## src/imsc_pkg.sv

```systemverilog
// shared types and constants for the imu sample converter
// no dependencies
`default_nettype none
package imsc_pkg;
  localparam int unsigned NumRegs = 7;
  localparam logic [2:0] RegGyroOffX  = 3'd0;
  localparam logic [2:0] RegGyroOffY  = 3'd1;
  localparam logic [2:0] RegGyroOffZ  = 3'd2;
  localparam logic [2:0] RegAccOffX   = 3'd3;
  localparam logic [2:0] RegAccOffY   = 3'd4;
  localparam logic [2:0] RegAccOffZ   = 3'd5;
  localparam logic [2:0] RegPeriod    = 3'd6;
  localparam logic [23:0] PeriodReset = 24'd16777;
  localparam logic signed [7:0]  GyroMul  = 8'sd70;
  localparam logic signed [15:0] AccelMul = 16'sd20072;
  localparam logic [12:0] GMul = 13'd6683;
  localparam logic signed [16:0] TempBias = 17'sd6400;

  // lane request: start and clear flag
  typedef struct packed {
    logic start;
    logic clr;
  } lane_ctl_t;

  function automatic logic signed [23:0] sat24(input logic signed [47:0] v);
    if (v > 48'sd8388607) return 24'sd8388607;
    else if (v < -48'sd8388608) return -24'sd8388608;
    else return v[23:0];
  endfunction
endpackage
`default_nettype wire

```

## src/imsc_lane.sv

```systemverilog
// one axis lane: offset, gyro and accel scaling, angle accumulator
// depends on imsc_pkg
`default_nettype none
module imsc_lane #(
  parameter int unsigned AccumWidth = 56,
  parameter bit Negate = 1'b1
) (
  input  wire  logic                     clk_i,
  input  wire  logic                     rst_ni,
  input  wire  imsc_pkg::lane_ctl_t      ctl_i,
  input  wire  logic [15:0]              gyro_word_i,
  input  wire  logic [15:0]              accel_word_i,
  input  wire  logic signed [23:0]       gyro_off_i,
  input  wire  logic signed [23:0]       accel_off_i,
  input  wire  logic [23:0]              period_i,
  output logic signed [23:0]             rate_o,
  output logic signed [23:0]             accel_o,
  output logic signed [31:0]             angle_o
);
  import imsc_pkg::*;
  localparam int unsigned AngW = AccumWidth - 24;

  logic signed [16:0] g_v, a_v;
  logic signed [25:0] cg, ca;
  logic signed [47:0] pg, pa;
  logic signed [23:0] rate_d, rate_q, accel_d, accel_q;
  logic signed [48:0] inc;
  logic signed [AccumWidth-1:0] acc_d, acc_q, base;
  logic signed [AngW-1:0] ang_hi;
  logic signed [63:0] ang_w;
  logic ph_q;
  logic clr_q;

  assign g_v = Negate ? -$signed({gyro_word_i[15], gyro_word_i})
                      : $signed({gyro_word_i[15], gyro_word_i});
  assign a_v = Negate ? -$signed({accel_word_i[15], accel_word_i})
                      : $signed({accel_word_i[15], accel_word_i});
  // +32768 * 256 minus the most negative offset needs 26 bits
  assign cg = 26'($signed({g_v, 8'd0})) - 26'(gyro_off_i);
  assign ca = 26'($signed({a_v, 8'd0})) - 26'(accel_off_i);
  assign pg = 48'(cg) * 48'(GyroMul) + 48'sd128;
  assign pa = 48'(ca) * 48'(AccelMul) + 48'sd32768;
  assign rate_d  = sat24(pg >>> 8);
  assign accel_d = sat24(pa >>> 16);
  assign inc = 49'(rate_q) * $signed({25'd0, period_i});
  assign base = clr_q ? '0 : acc_q;
  assign acc_d = base + AccumWidth'(inc);
  assign ang_hi = acc_q[AccumWidth-1:24];
  assign ang_w = 64'(ang_hi);

  always_ff @(posedge clk_i) begin
    if (ctl_i.start) begin
      rate_q <= rate_d;
      accel_q <= accel_d;
    end
  end

  always_ff @(posedge clk_i or negedge rst_ni) begin
    if (!rst_ni) begin
      acc_q <= '0;
      ph_q <= 1'b0;
      clr_q <= 1'b0;
    end else begin
      ph_q <= ctl_i.start;
      if (ctl_i.start) clr_q <= ctl_i.clr;
      if (ph_q) acc_q <= acc_d;
    end
  end

  always_comb begin
    if (ang_w > 64'sd2147483647) angle_o = 32'sh7fffffff;
    else if (ang_w < -64'sd2147483648) angle_o = 32'sh80000000;
    else angle_o = 32'(ang_w);
  end
  assign rate_o = rate_q;
  assign accel_o = accel_q;
endmodule
`default_nettype wire

```

## config.mk

```make
export PLATFORM = sky130hd
export DESIGN_NAME = imsc_lane
export DESIGN_NICKNAME = d
export VERILOG_FILES = /design/src/imsc_pkg.sv /design/src/imsc_lane.sv
export SDC_FILE = /design/constraint.sdc
export NUM_CORES = 2
export LEC_CHECK = 0
export BUFFER_PORTS_ARGS = -buffer_cell sky130_fd_sc_hd__buf_2
export CAP_MARGIN = 20
export CORE_ASPECT_RATIO = 1.2
export CORE_MARGIN = 10
export CORE_UTILIZATION = 30
export DETAILED_ROUTE_END_ITERATION = 6
export HOLD_SLACK_MARGIN = 0.08
export PLACE_DENSITY = 0.51
export SLEW_MARGIN = 10
export SYNTH_ARGS = -nofsm -noshare
export SYNTH_HDL_FRONTEND = slang
export SYNTH_SLANG_ARGS = --single-unit
export TNS_END_PERCENT = 30
```

## constraint.sdc

```tcl
create_clock -name clk_i -period 19 [get_ports clk_i]
set_clock_uncertainty 0.1 [all_clocks]
set_input_delay 4.75 -clock clk_i [delete_from_list [all_inputs] [get_ports clk_i]]
set_output_delay 4.75 -clock clk_i [all_outputs]
set_load 0.05 [all_outputs]
```

==> reports/metrics.csv <==
metric;value;unit
outcome;completed;
largest net degree at the start of global routing;67;
Post-synth top flop;dfrtp_1;
first-pass GRT wire length;169000;microns
later-pin clock latency in the skew report;0.43;ns
top cells by area, synth;fa_1, ha_1, inv_1, nand2_1, dfrtp_1;
CTS max path bufs;2;
CTS tree;done;
post-synthesis sequential area ratio;7.61;%
post_cts resized;0;
cell taking the most area after synthesis;fa_1;
Crit-path slowest cell;nor4_1;
Yosys top cell area share;35.4;%
worst r2r src;rate_o[18]$_SDFFCE_PN1P_;
detailed placer's ending HPWL;84900;microns
met2 Track Usage GR;27.3;%
residual DRC count;0;
GR Util met3;2.21;%
final hold slack;0.407;ns
die width;345;microns
crit start category;primary input;
Die H;410;microns
Critical Path Fanout Max;22;
Worst Setup EP;accel_o[1]$_SDFFCE_PN1P_;
Max Cap Viol;0;
met1 Use GR;18.2;%
Period Utilization, post-route;74.5;%
worst-margin pin slew;1.17;ns
antenna violations before repair;17;
Rel. slew slack;22.3;%
Crit. End Element;flop;
Routed WL per cell;17.3;microns
r2r setup slk;10.17;ns
WS Path Type;primary input to flop;
core box area;0.126;sq mm
die area;0.141;sq mm
Starting Density;30.1;%
CTS Buf Count;9;
H-tree lvl count;3;
DR vias;28245;
busiest grt layer;met2;
CTS Hold Bufs;0;
number of global-route vias before repair;30407;
RR Endpoint;acc_q[52]$_DFFE_PN0P_;
Mapped Cells;4275;
DRT iter0 DRCs;1249;
unrepaired setup endpoints after global routing;no;
row count;143;
Filler Cell Count;13420;
synth warn;0;
layout cell share with drive strength beyond 1;8.06;%
DR pass1 iterations;5;
Port-buffer cells;187;
CTS sink cnt;106;
Post-CTS Setup Inserts;0;
Post-synth EDFFs;48;
clock root cell;clkbuf_16;
synthesis-to-finish area growth;7.47;%
Avg Vias per Cell;4.71;
Crit. Startpoint;accel_word_i[0];
Critical Path AT;14.32;ns
I/O Pins;188;
gr ovfl total;0;
final wirelength;104000;microns
count of cell types in the netlist;88;
Final Hold Fails;0;
worst reg-to-reg path cell count;21;
Setup Viol. Count Final;0;
Mapped Area;0.0380;sq mm
Avg Cell Area, Syn;8.89;sq um
Slew Limit Fails;0;
FMAX;70.6;MHz
nets;5560;
Hold Path Class;flop to flop;
total negative setup slack;0;ns
Worst path max stage delay;0.66;ns
post-route minimum period;14.16;ns
antenna-violating nets left;0;
Clock transition at path regs;0.09;ns
GR Util All Layers;15.0;%
Post-synth ARST share;54.7;%
GPL Wtd Cong;0.836;
worst path required time;19.16;ns
Seq cells post-synth;106;
Synth Net Count;5510;
-- worst max-delay path, delay by kind of cell --
kind / cells / cell delay [ns]
compound gates: 12 / 2.86
xor+xnor: 3 / 1.19
buf+inv: 5 / 0.42
simple gates: 8 / 2.22
fa+ha+maj: 7 / 2.85
-- synth_stat cells, types with 9 or more instances --
master / count
nand2b_1: 49
and2_1: 231
a21oi_1: 132
or3_1: 11
a41oi_1: 9
a211oi_1: 15
o31ai_1: 11
ha_1: 455
dfrtp_1: 58
a21o_1: 67
o21ai_1: 11
or2_2: 9
mux2_2: 51
nor2b_1: 73
o21bai_1: 21
o21ai_0: 74
o21a_1: 11
xnor2_1: 151
clkbuf_1: 159
nand3_1: 46
nand4_1: 25
nor2_1: 109
fa_1: 672
nor4_1: 17
and3_1: 25
nor3_1: 45
a31oi_1: 20
o21ai_2: 20
edfxtp_1: 48
nand2_1: 466
xor2_1: 88
inv_1: 940
-- worst min path at each step --
stage	depth (start not counted)	end	from
global route	1	acc_q[11]$_DFFE_PN0P_	acc_q[11]$_DFFE_PN0P_
detailed placement	1	acc_q[5]$_DFFE_PN0P_	acc_q[5]$_DFFE_PN0P_
global placement	1	acc_q[1]$_DFFE_PN0P_	acc_q[1]$_DFFE_PN0P_
floorplan	1	acc_q[0]$_DFFE_PN0P_	acc_q[0]$_DFFE_PN0P_
CTS	1	acc_q[1]$_DFFE_PN0P_	acc_q[1]$_DFFE_PN0P_
finish	1	acc_q[0]$_DFFE_PN0P_	acc_q[0]$_DFFE_PN0P_
-- layer usage --
layer / up-vias / wire length [microns]
met5: - / 119
met4: 20 / 2660
met3: 140 / 4370
met2: 505 / 54300
met1: 14183 / 42400
li1: 13397 / -
-- kinds of logic (layout without fill, tap and decap cells) --
logic type / after synthesis / count (layout) / synth area share, %
buf+inv: 1118 / 1173 / 11.2
simple gates: 1149 / 1149 / 15.2
xor+xnor: 239 / 239 / 5.51
mux: 57 / 57 / 1.67
fa+ha+maj: 1127 / 1127 / 50.4
other cells: 0 / 3 / 0
compound gates: 479 / 479 / 8.52
flops: 106 / 106 / 7.61
-- final cells by class --
class	count	area, sq um	share of cell area [%]
clock buffer	9	225	0.551
sequential	106	2900	7.09
timing repair buffer	217	1160	2.85
multi-input combinational	3051	30900	75.6
inverter	940	3530	8.64
clock inverter	7	71.3	0.175
antenna	3	7.51	0.0184
tap	1667	2090	5.11
-- placed cells by master (no fill, tap or decap), drive strengths merged, types with 7 or more instances in the layout --
cell type,n
a41oi,9
o21ai,105
and2,232
edfxtp,48
inv,944
buf,217
nor4,22
o211ai,8
nand3,46
or2,10
nor3,46
nand2,467
and3,25
xor2,88
and4,8
nor2b,73
ha,455
xnor2,151
a21oi,136
dfrtp,58
a311oi,10
or3,13
nand4,25
a211oi,15
a21o,67
o21bai,21
a31oi,20
nor2,109
o2111ai,7
a31o,8
mux2,51
nand2b,49
o31ai,13
o21a,11
clkbuf,9
fa,672
-- stage by stage --
step	area [sq um]	utilization [%]	std cells	worst slack, ns
after CTS	40800	32.3	5997	4.81
after floorplan	38000	-	4275	5.65
final	40900	32.3	6000	4.84
after global placement	40600	32.1	5981	4.62
after global routing	40900	32.3	5999	4.00
after detailed placement	40600	32.1	5981	4.35
-- flip-flops by register name, summed over array words and instances, names as in the netlist --
signal	flops
rate_o	24
clr_q	1
accel_o	24
ph_q	1
acc_q	56
Power is left out: the tool's default activity adds up to more than one toggle a clock period on the data nets, which glitch-free logic cannot reach.
