==> config.mk <==
export PLATFORM = sky130hd
export DESIGN_NAME = imsc_merge
export DESIGN_NICKNAME = d
export VERILOG_FILES = /design/src/imsc_pkg.sv /design/src/imsc_isqrt.sv /design/src/imsc_merge.sv
export SDC_FILE = /design/constraint.sdc
export NUM_CORES = 2
export LEC_CHECK = 0
export ABC_AREA = 0
export BUFFER_PORTS_ARGS = -buffer_cell sky130_fd_sc_hd__clkbuf_2
export CORE_AREA = 3 3 240 242
export DETAILED_ROUTE_END_ITERATION = 10
export DIE_AREA = 0 0 243 245
export PLACE_DENSITY_LB_ADDON = 0.12
export REMOVE_ABC_BUFFERS = 1
export SLEW_MARGIN = 40
export SYNTH_ARGS = -nofsm -noshare
export SYNTH_HDL_FRONTEND = slang
export SYNTH_SLANG_ARGS = --single-unit
==> constraint.sdc <==
create_clock -name clk_i -period 26.8 [get_ports clk_i]
set_clock_uncertainty 0.15 [all_clocks]
set_input_delay 0 -clock clk_i [delete_from_list [all_inputs] [get_ports clk_i]]
set_output_delay 0 -clock clk_i [all_outputs]
set_load 0.01 [all_outputs]
==> src/imsc_pkg.sv <==
// shared types and constants for the imu sample converter
// no dependencies
`default_nettype none
package imsc_pkg;
  localparam int unsigned NumRegs = 7;
  localparam logic [2:0] RegGyroOffX  = 3'd0;
  localparam logic [2:0] RegGyroOffY  = 3'd1;
  localparam logic [2:0] RegGyroOffZ  = 3'd2;
  localparam logic [2:0] RegAccOffX   = 3'd3;
  localparam logic [2:0] RegAccOffY   = 3'd4;
  localparam logic [2:0] RegAccOffZ   = 3'd5;
  localparam logic [2:0] RegPeriod    = 3'd6;
  localparam logic [23:0] PeriodReset = 24'd16777;
  localparam logic signed [7:0]  GyroMul  = 8'sd70;
  localparam logic signed [15:0] AccelMul = 16'sd20072;
  localparam logic [12:0] GMul = 13'd6683;
  localparam logic signed [16:0] TempBias = 17'sd6400;

  // lane request: start and clear flag
  typedef struct packed {
    logic start;
    logic clr;
  } lane_ctl_t;

  function automatic logic signed [23:0] sat24(input logic signed [47:0] v);
    if (v > 48'sd8388607) return 24'sd8388607;
    else if (v < -48'sd8388608) return -24'sd8388608;
    else return v[23:0];
  endfunction
endpackage
`default_nettype wire

==> src/imsc_isqrt.sv <==
// iterative integer square root, one result bit per cycle
// depends on nothing
`default_nettype none
module imsc_isqrt (
  input  wire  logic        clk_i,
  input  wire  logic        rst_ni,
  input  wire  logic        start_i,
  input  wire  logic [49:0] x_i,
  output logic              done_o,
  output logic [24:0]       root_o
);
  logic [49:0] rem_q;
  logic [24:0] root_q;
  logic [4:0] cnt_q;
  logic busy_q;

  logic [49:0] x_q;
  logic [51:0] r2;
  logic [26:0] t;
  always_comb begin
    r2 = {rem_q, x_q[49:48]};
    t = {root_q, 2'b01};
  end

  always_ff @(posedge clk_i or negedge rst_ni) begin
    if (!rst_ni) begin
      busy_q <= 1'b0;
      done_o <= 1'b0;
      cnt_q <= '0;
    end else begin
      done_o <= 1'b0;
      if (start_i) begin
        busy_q <= 1'b1;
        cnt_q <= 5'd24;
      end else if (busy_q) begin
        if (cnt_q == 5'd0) begin
          busy_q <= 1'b0;
          done_o <= 1'b1;
        end else cnt_q <= cnt_q - 5'd1;
      end
    end
  end

  always_ff @(posedge clk_i) begin
    if (start_i) begin
      rem_q <= '0;
      root_q <= '0;
      x_q <= x_i;
    end else if (busy_q) begin
      x_q <= {x_q[47:0], 2'b00};
      if (r2 >= 52'(t)) begin
        rem_q <= 50'(r2 - 52'(t));
        root_q <= {root_q[23:0], 1'b1};
      end else begin
        rem_q <= 50'(r2);
        root_q <= {root_q[23:0], 1'b0};
      end
    end
  end
  assign root_o = root_q;
endmodule
`default_nettype wire

==> src/imsc_merge.sv <==
// merging stage: sum of squares, magnitude scaling, temperature
// depends on imsc_pkg, imsc_isqrt
`default_nettype none
module imsc_merge (
  input  wire  logic               clk_i,
  input  wire  logic               rst_ni,
  input  wire  logic               start_i,
  input  wire  logic signed [23:0] ax_i,
  input  wire  logic signed [23:0] ay_i,
  input  wire  logic signed [23:0] az_i,
  input  wire  logic [15:0]        temp_word_i,
  output logic                     done_o,
  output logic [19:0]              mag_o,
  output logic signed [16:0]       temp_o
);
  import imsc_pkg::*;
  logic [1:0] step_q;
  logic [49:0] sum_q;
  logic signed [23:0] sel;
  logic [47:0] sq;
  logic sq_go, root_done;
  logic [24:0] root;
  logic [38:0] scaled;

  always_comb begin
    unique case (step_q)
      2'd0: sel = ax_i;
      2'd1: sel = ay_i;
      default: sel = az_i;
    endcase
  end
  assign sq = $unsigned(48'(sel) * 48'(sel));

  always_ff @(posedge clk_i or negedge rst_ni) begin
    if (!rst_ni) begin
      step_q <= '0;
      sq_go <= 1'b0;
    end else begin
      sq_go <= 1'b0;
      if (start_i) step_q <= 2'd1;
      else if (step_q != 2'd0) begin
        step_q <= (step_q == 2'd3) ? 2'd0 : step_q + 2'd1;
        if (step_q == 2'd3) sq_go <= 1'b1;
      end
    end
  end

  always_ff @(posedge clk_i) begin
    if (start_i) begin
      sum_q <= 50'(sq);
      temp_o <= $signed({temp_word_i[15], temp_word_i}) + TempBias;
    end else if (step_q == 2'd1 || step_q == 2'd2) sum_q <= sum_q + 50'(sq);
  end

  imsc_isqrt u_isqrt (
    .clk_i, .rst_ni, .start_i(sq_go), .x_i(sum_q), .done_o(root_done), .root_o(root)
  );

  assign scaled = 39'(root) * 39'(GMul) + 39'd32768;
  always_ff @(posedge clk_i) begin
    if (root_done) mag_o <= (scaled[38:16] > 23'd1048575) ? 20'hfffff : scaled[35:16];
  end
  always_ff @(posedge clk_i or negedge rst_ni) begin
    if (!rst_ni) done_o <= 1'b0;
    else done_o <= root_done;
  end
endmodule
`default_nettype wire

==> results.yml <==
cts:
  htreeDepth: 1
  clock_latency_ps: 570
  cts.path.max_buffers: 3
  clock_sinks: 223
  cts_setup_buffers: 0
  cts_tree: "built"
  numCtsBuffers: 28
  ctsRootBufferMaster: "clkbuf_16"
  path_clk_slew_ps: 60
placement:
  gp_congestion: 0.980
  place_hpwl_mm: 75.1
  portBuffers: 128
  post_dp_cell_area_mm2: 0.0401
worst_setup_path:
  crit_family: "adder cells"
  start_kind: "register"
  rr_endpoint: "sum_q[49]"
  critPathArrivalTime_ps: 12750
  worstPathRequired_ps: 27100
  r2r_cells: 38
  crit_top_cell: "fa_1"
  timing.rr.start: "step_q[0]"
  crit_type: "reg -> reg"
  crit_buf_inv: 7
  cp_slowest_cell: "clkinv_1"
  slowest_delay_ps: 840
  crit_fanout: 28
  r2r_slack_ps: 14350
  crit_path_end_kind: "register"
timing:
  setup_viol: 0
  max-slew-margin-rel: 0.422
  drv_slew: 0
  fmax_mhz: 80.3
  fin_crit_ps: 12450
  fin_crit_sh: 0.464
  setup_tns_ps: 0
  hold_viol: 0
  worst_pin_slew_ps: 867
  grt_setup_unrepaired: "false"
run:
  max_cap_violations: 0
final_layout:
  regArea_mm2: 0.00588
  final_area_mm2: 0.0414
  area_growth_pct: 6.65
  insertedDiodeCount: 0
  nets: 5381
  multi_input_area_mm2: 0.0286
  fill_cells: 4152
  layout-drive-gt1-share: 0.0716
floorplan:
  num_rows: 86
  core_mm2: 0.0553
  dieArea_mm2: 0.0595
  die_w_um: 243
  die_h_um: 245
  io_pins: 129
  start_util: 0.701
worst_hold_path:
  min_path_type: "in -> reg"
  holdPathStages: 5
  hold-path-endpoint: "sum_q[0]"
  min-delay-start: "ay_i[0]"
logic_synthesis:
  synth_cell_types: 83
  ys.flop_type: "edfxtp_1"
  netlist.area_leader.share: 0.341
  synthCells: 4134
  synthTopCellsByArea: "fa_1 (34%), ha_1 (13%), edfxtp_1 (10%)"
  synthArstFlopShare: 0.0493
  yosysTopAreaCell: "fa_1"
  yosysWarningCount: 0
  syn-cell-area_mm2: 0.0388
  ys_seq_area_frac: 0.151
  synth.avg_cell_area_um2: 9.38
  synth_edf_count: 135
  ys_seq_elements: 223
route:
  drt_iter0_drc: 2042
  drt-pass1-iter-count: 6
  num_vias: 28600
  wl_mm: 91.3
  wl_per_cell_um: 18.3
  vias_per_cell: 5.73
  ant_nets: 0
  drc: 0
global_routing:
  grt_pass1_wl_mm: 150
  antenna_found_initial: 1
  grt_usage: 0.313
  grt_overflow: 0
  grt_pass1_vias: 29400
  grt_max_degree: 92
outcome:
  outcome: "finished, final reports clean"
[area by class of cell]
cell class,count,share of cell area
Multi-Input combinational cell,2754,0.691
Sequential cell,223,0.142
Clock inverter,19,0.00405
Clock buffer,33,0.0184
Timing Repair Buffer,189,0.0289
Inverter,1025,0.0930
Tap cell,748,0.0226
[synthesized netlist by cell type (60+ instances only)]
cell,count
inv_1,1020
nand2_1,329
edfxtp_1,135
mux2_2,60
o21ai_0,108
xor2_1,82
ha_1,408
fa_1,661
a21oi_1,134
xnor2_1,86
dfxtp_1,77
clkbuf_1,100
a21o_1,110
nor2_1,263
[tightest hold or removal path, delay by kind of cell]
kind	cells	cell delay, ps
AO/OA/AOI/OAI	3	330
buffers and inverters	2	270
[metal layers]
metal	GRT usage	vias to the layer above	routed length (µm)
met5	0	-	0
met4	0.0953	0	3390
met3	0.0429	216	6220
met2	0.506	986	42900
met1	0.446	14200	38800
li1	-	13200	-
[worst max-delay path by stage]
stage | startpoint | to | slack [ps] | cells past startpoint
3_3_place_gp | step_q[0] | sum_q[47] | 14500 | 38
5_1_grt | step_q[0] | sum_q[49] | 13630 | 38
4_1_cts | step_q[1] | sum_q[49] | 14310 | 38
6_report | step_q[0] | sum_q[49] | 14350 | 38
2_1_floorplan | step_q[0] | sum_q[46] | 15150 | 39
3_5_place_dp | step_q[1] | sum_q[47] | 14350 | 38
[cells in the final DEF, fill, tap and decap left out, types with 31 or more instances in the layout]
cell type         n
mux2i_1          31
dlygate4sd3_1    34
nor3_1           34
ha_1            406
xor2_1           82
edfxtp_1        135
fa_1            661
nand3_1          39
dfxtp_1          77
a21o_1          110
o21ai_0         108
xnor2_1          86
mux2_2           60
nand2_1         329
clkbuf_2        127
a211oi_1         31
nor2_1          262
inv_1          1018
a21oi_1         133
[logic make-up after synthesis]
family | share of synthesized area
xor gates and xnor gates | 0.0379
DFF | 0.151
AOI/OAI and AO/OA | 0.104
buffers and inverters | 0.113
muxes | 0.0254
adders and majority gates | 0.473
and+or+nand+nor | 0.0958
[flip-flops by register name, indices dropped and copies added (netlist names)]
signal and cells:
sum_q 50, u_isqrt.rem_q 50, u_isqrt.x_q 50, u_isqrt.root_o 25, mag_o 20, temp_o 17, u_isqrt.cnt_q 5, step_q 2
done_o 1, sq_go 1, u_isqrt.busy_q 1, u_isqrt.done_o 1
[timing repair]
item	4_1_cts	5_1_grt
hold endpoints to repair	78	11
endpoints found under the setup margin	0	0
hold buffers	34	1
gates resized for setup	0	0
[stage by stage]
stage	utilization	instances	hold slack [ps]	setup WS, ps
after floorplan	-	4002	-446	15150
after global placement	0.724	4903	-155	14500
after detailed placement	0.724	4903	-159	14350
after CTS	0.747	4989	18.0	14310
after global routing	0.748	4991	61.6	13630
final	0.748	4991	48.5	14350
Power is left out: the tool's default activity adds up to more than one toggle a clock period on the data nets, which glitch-free logic cannot reach.
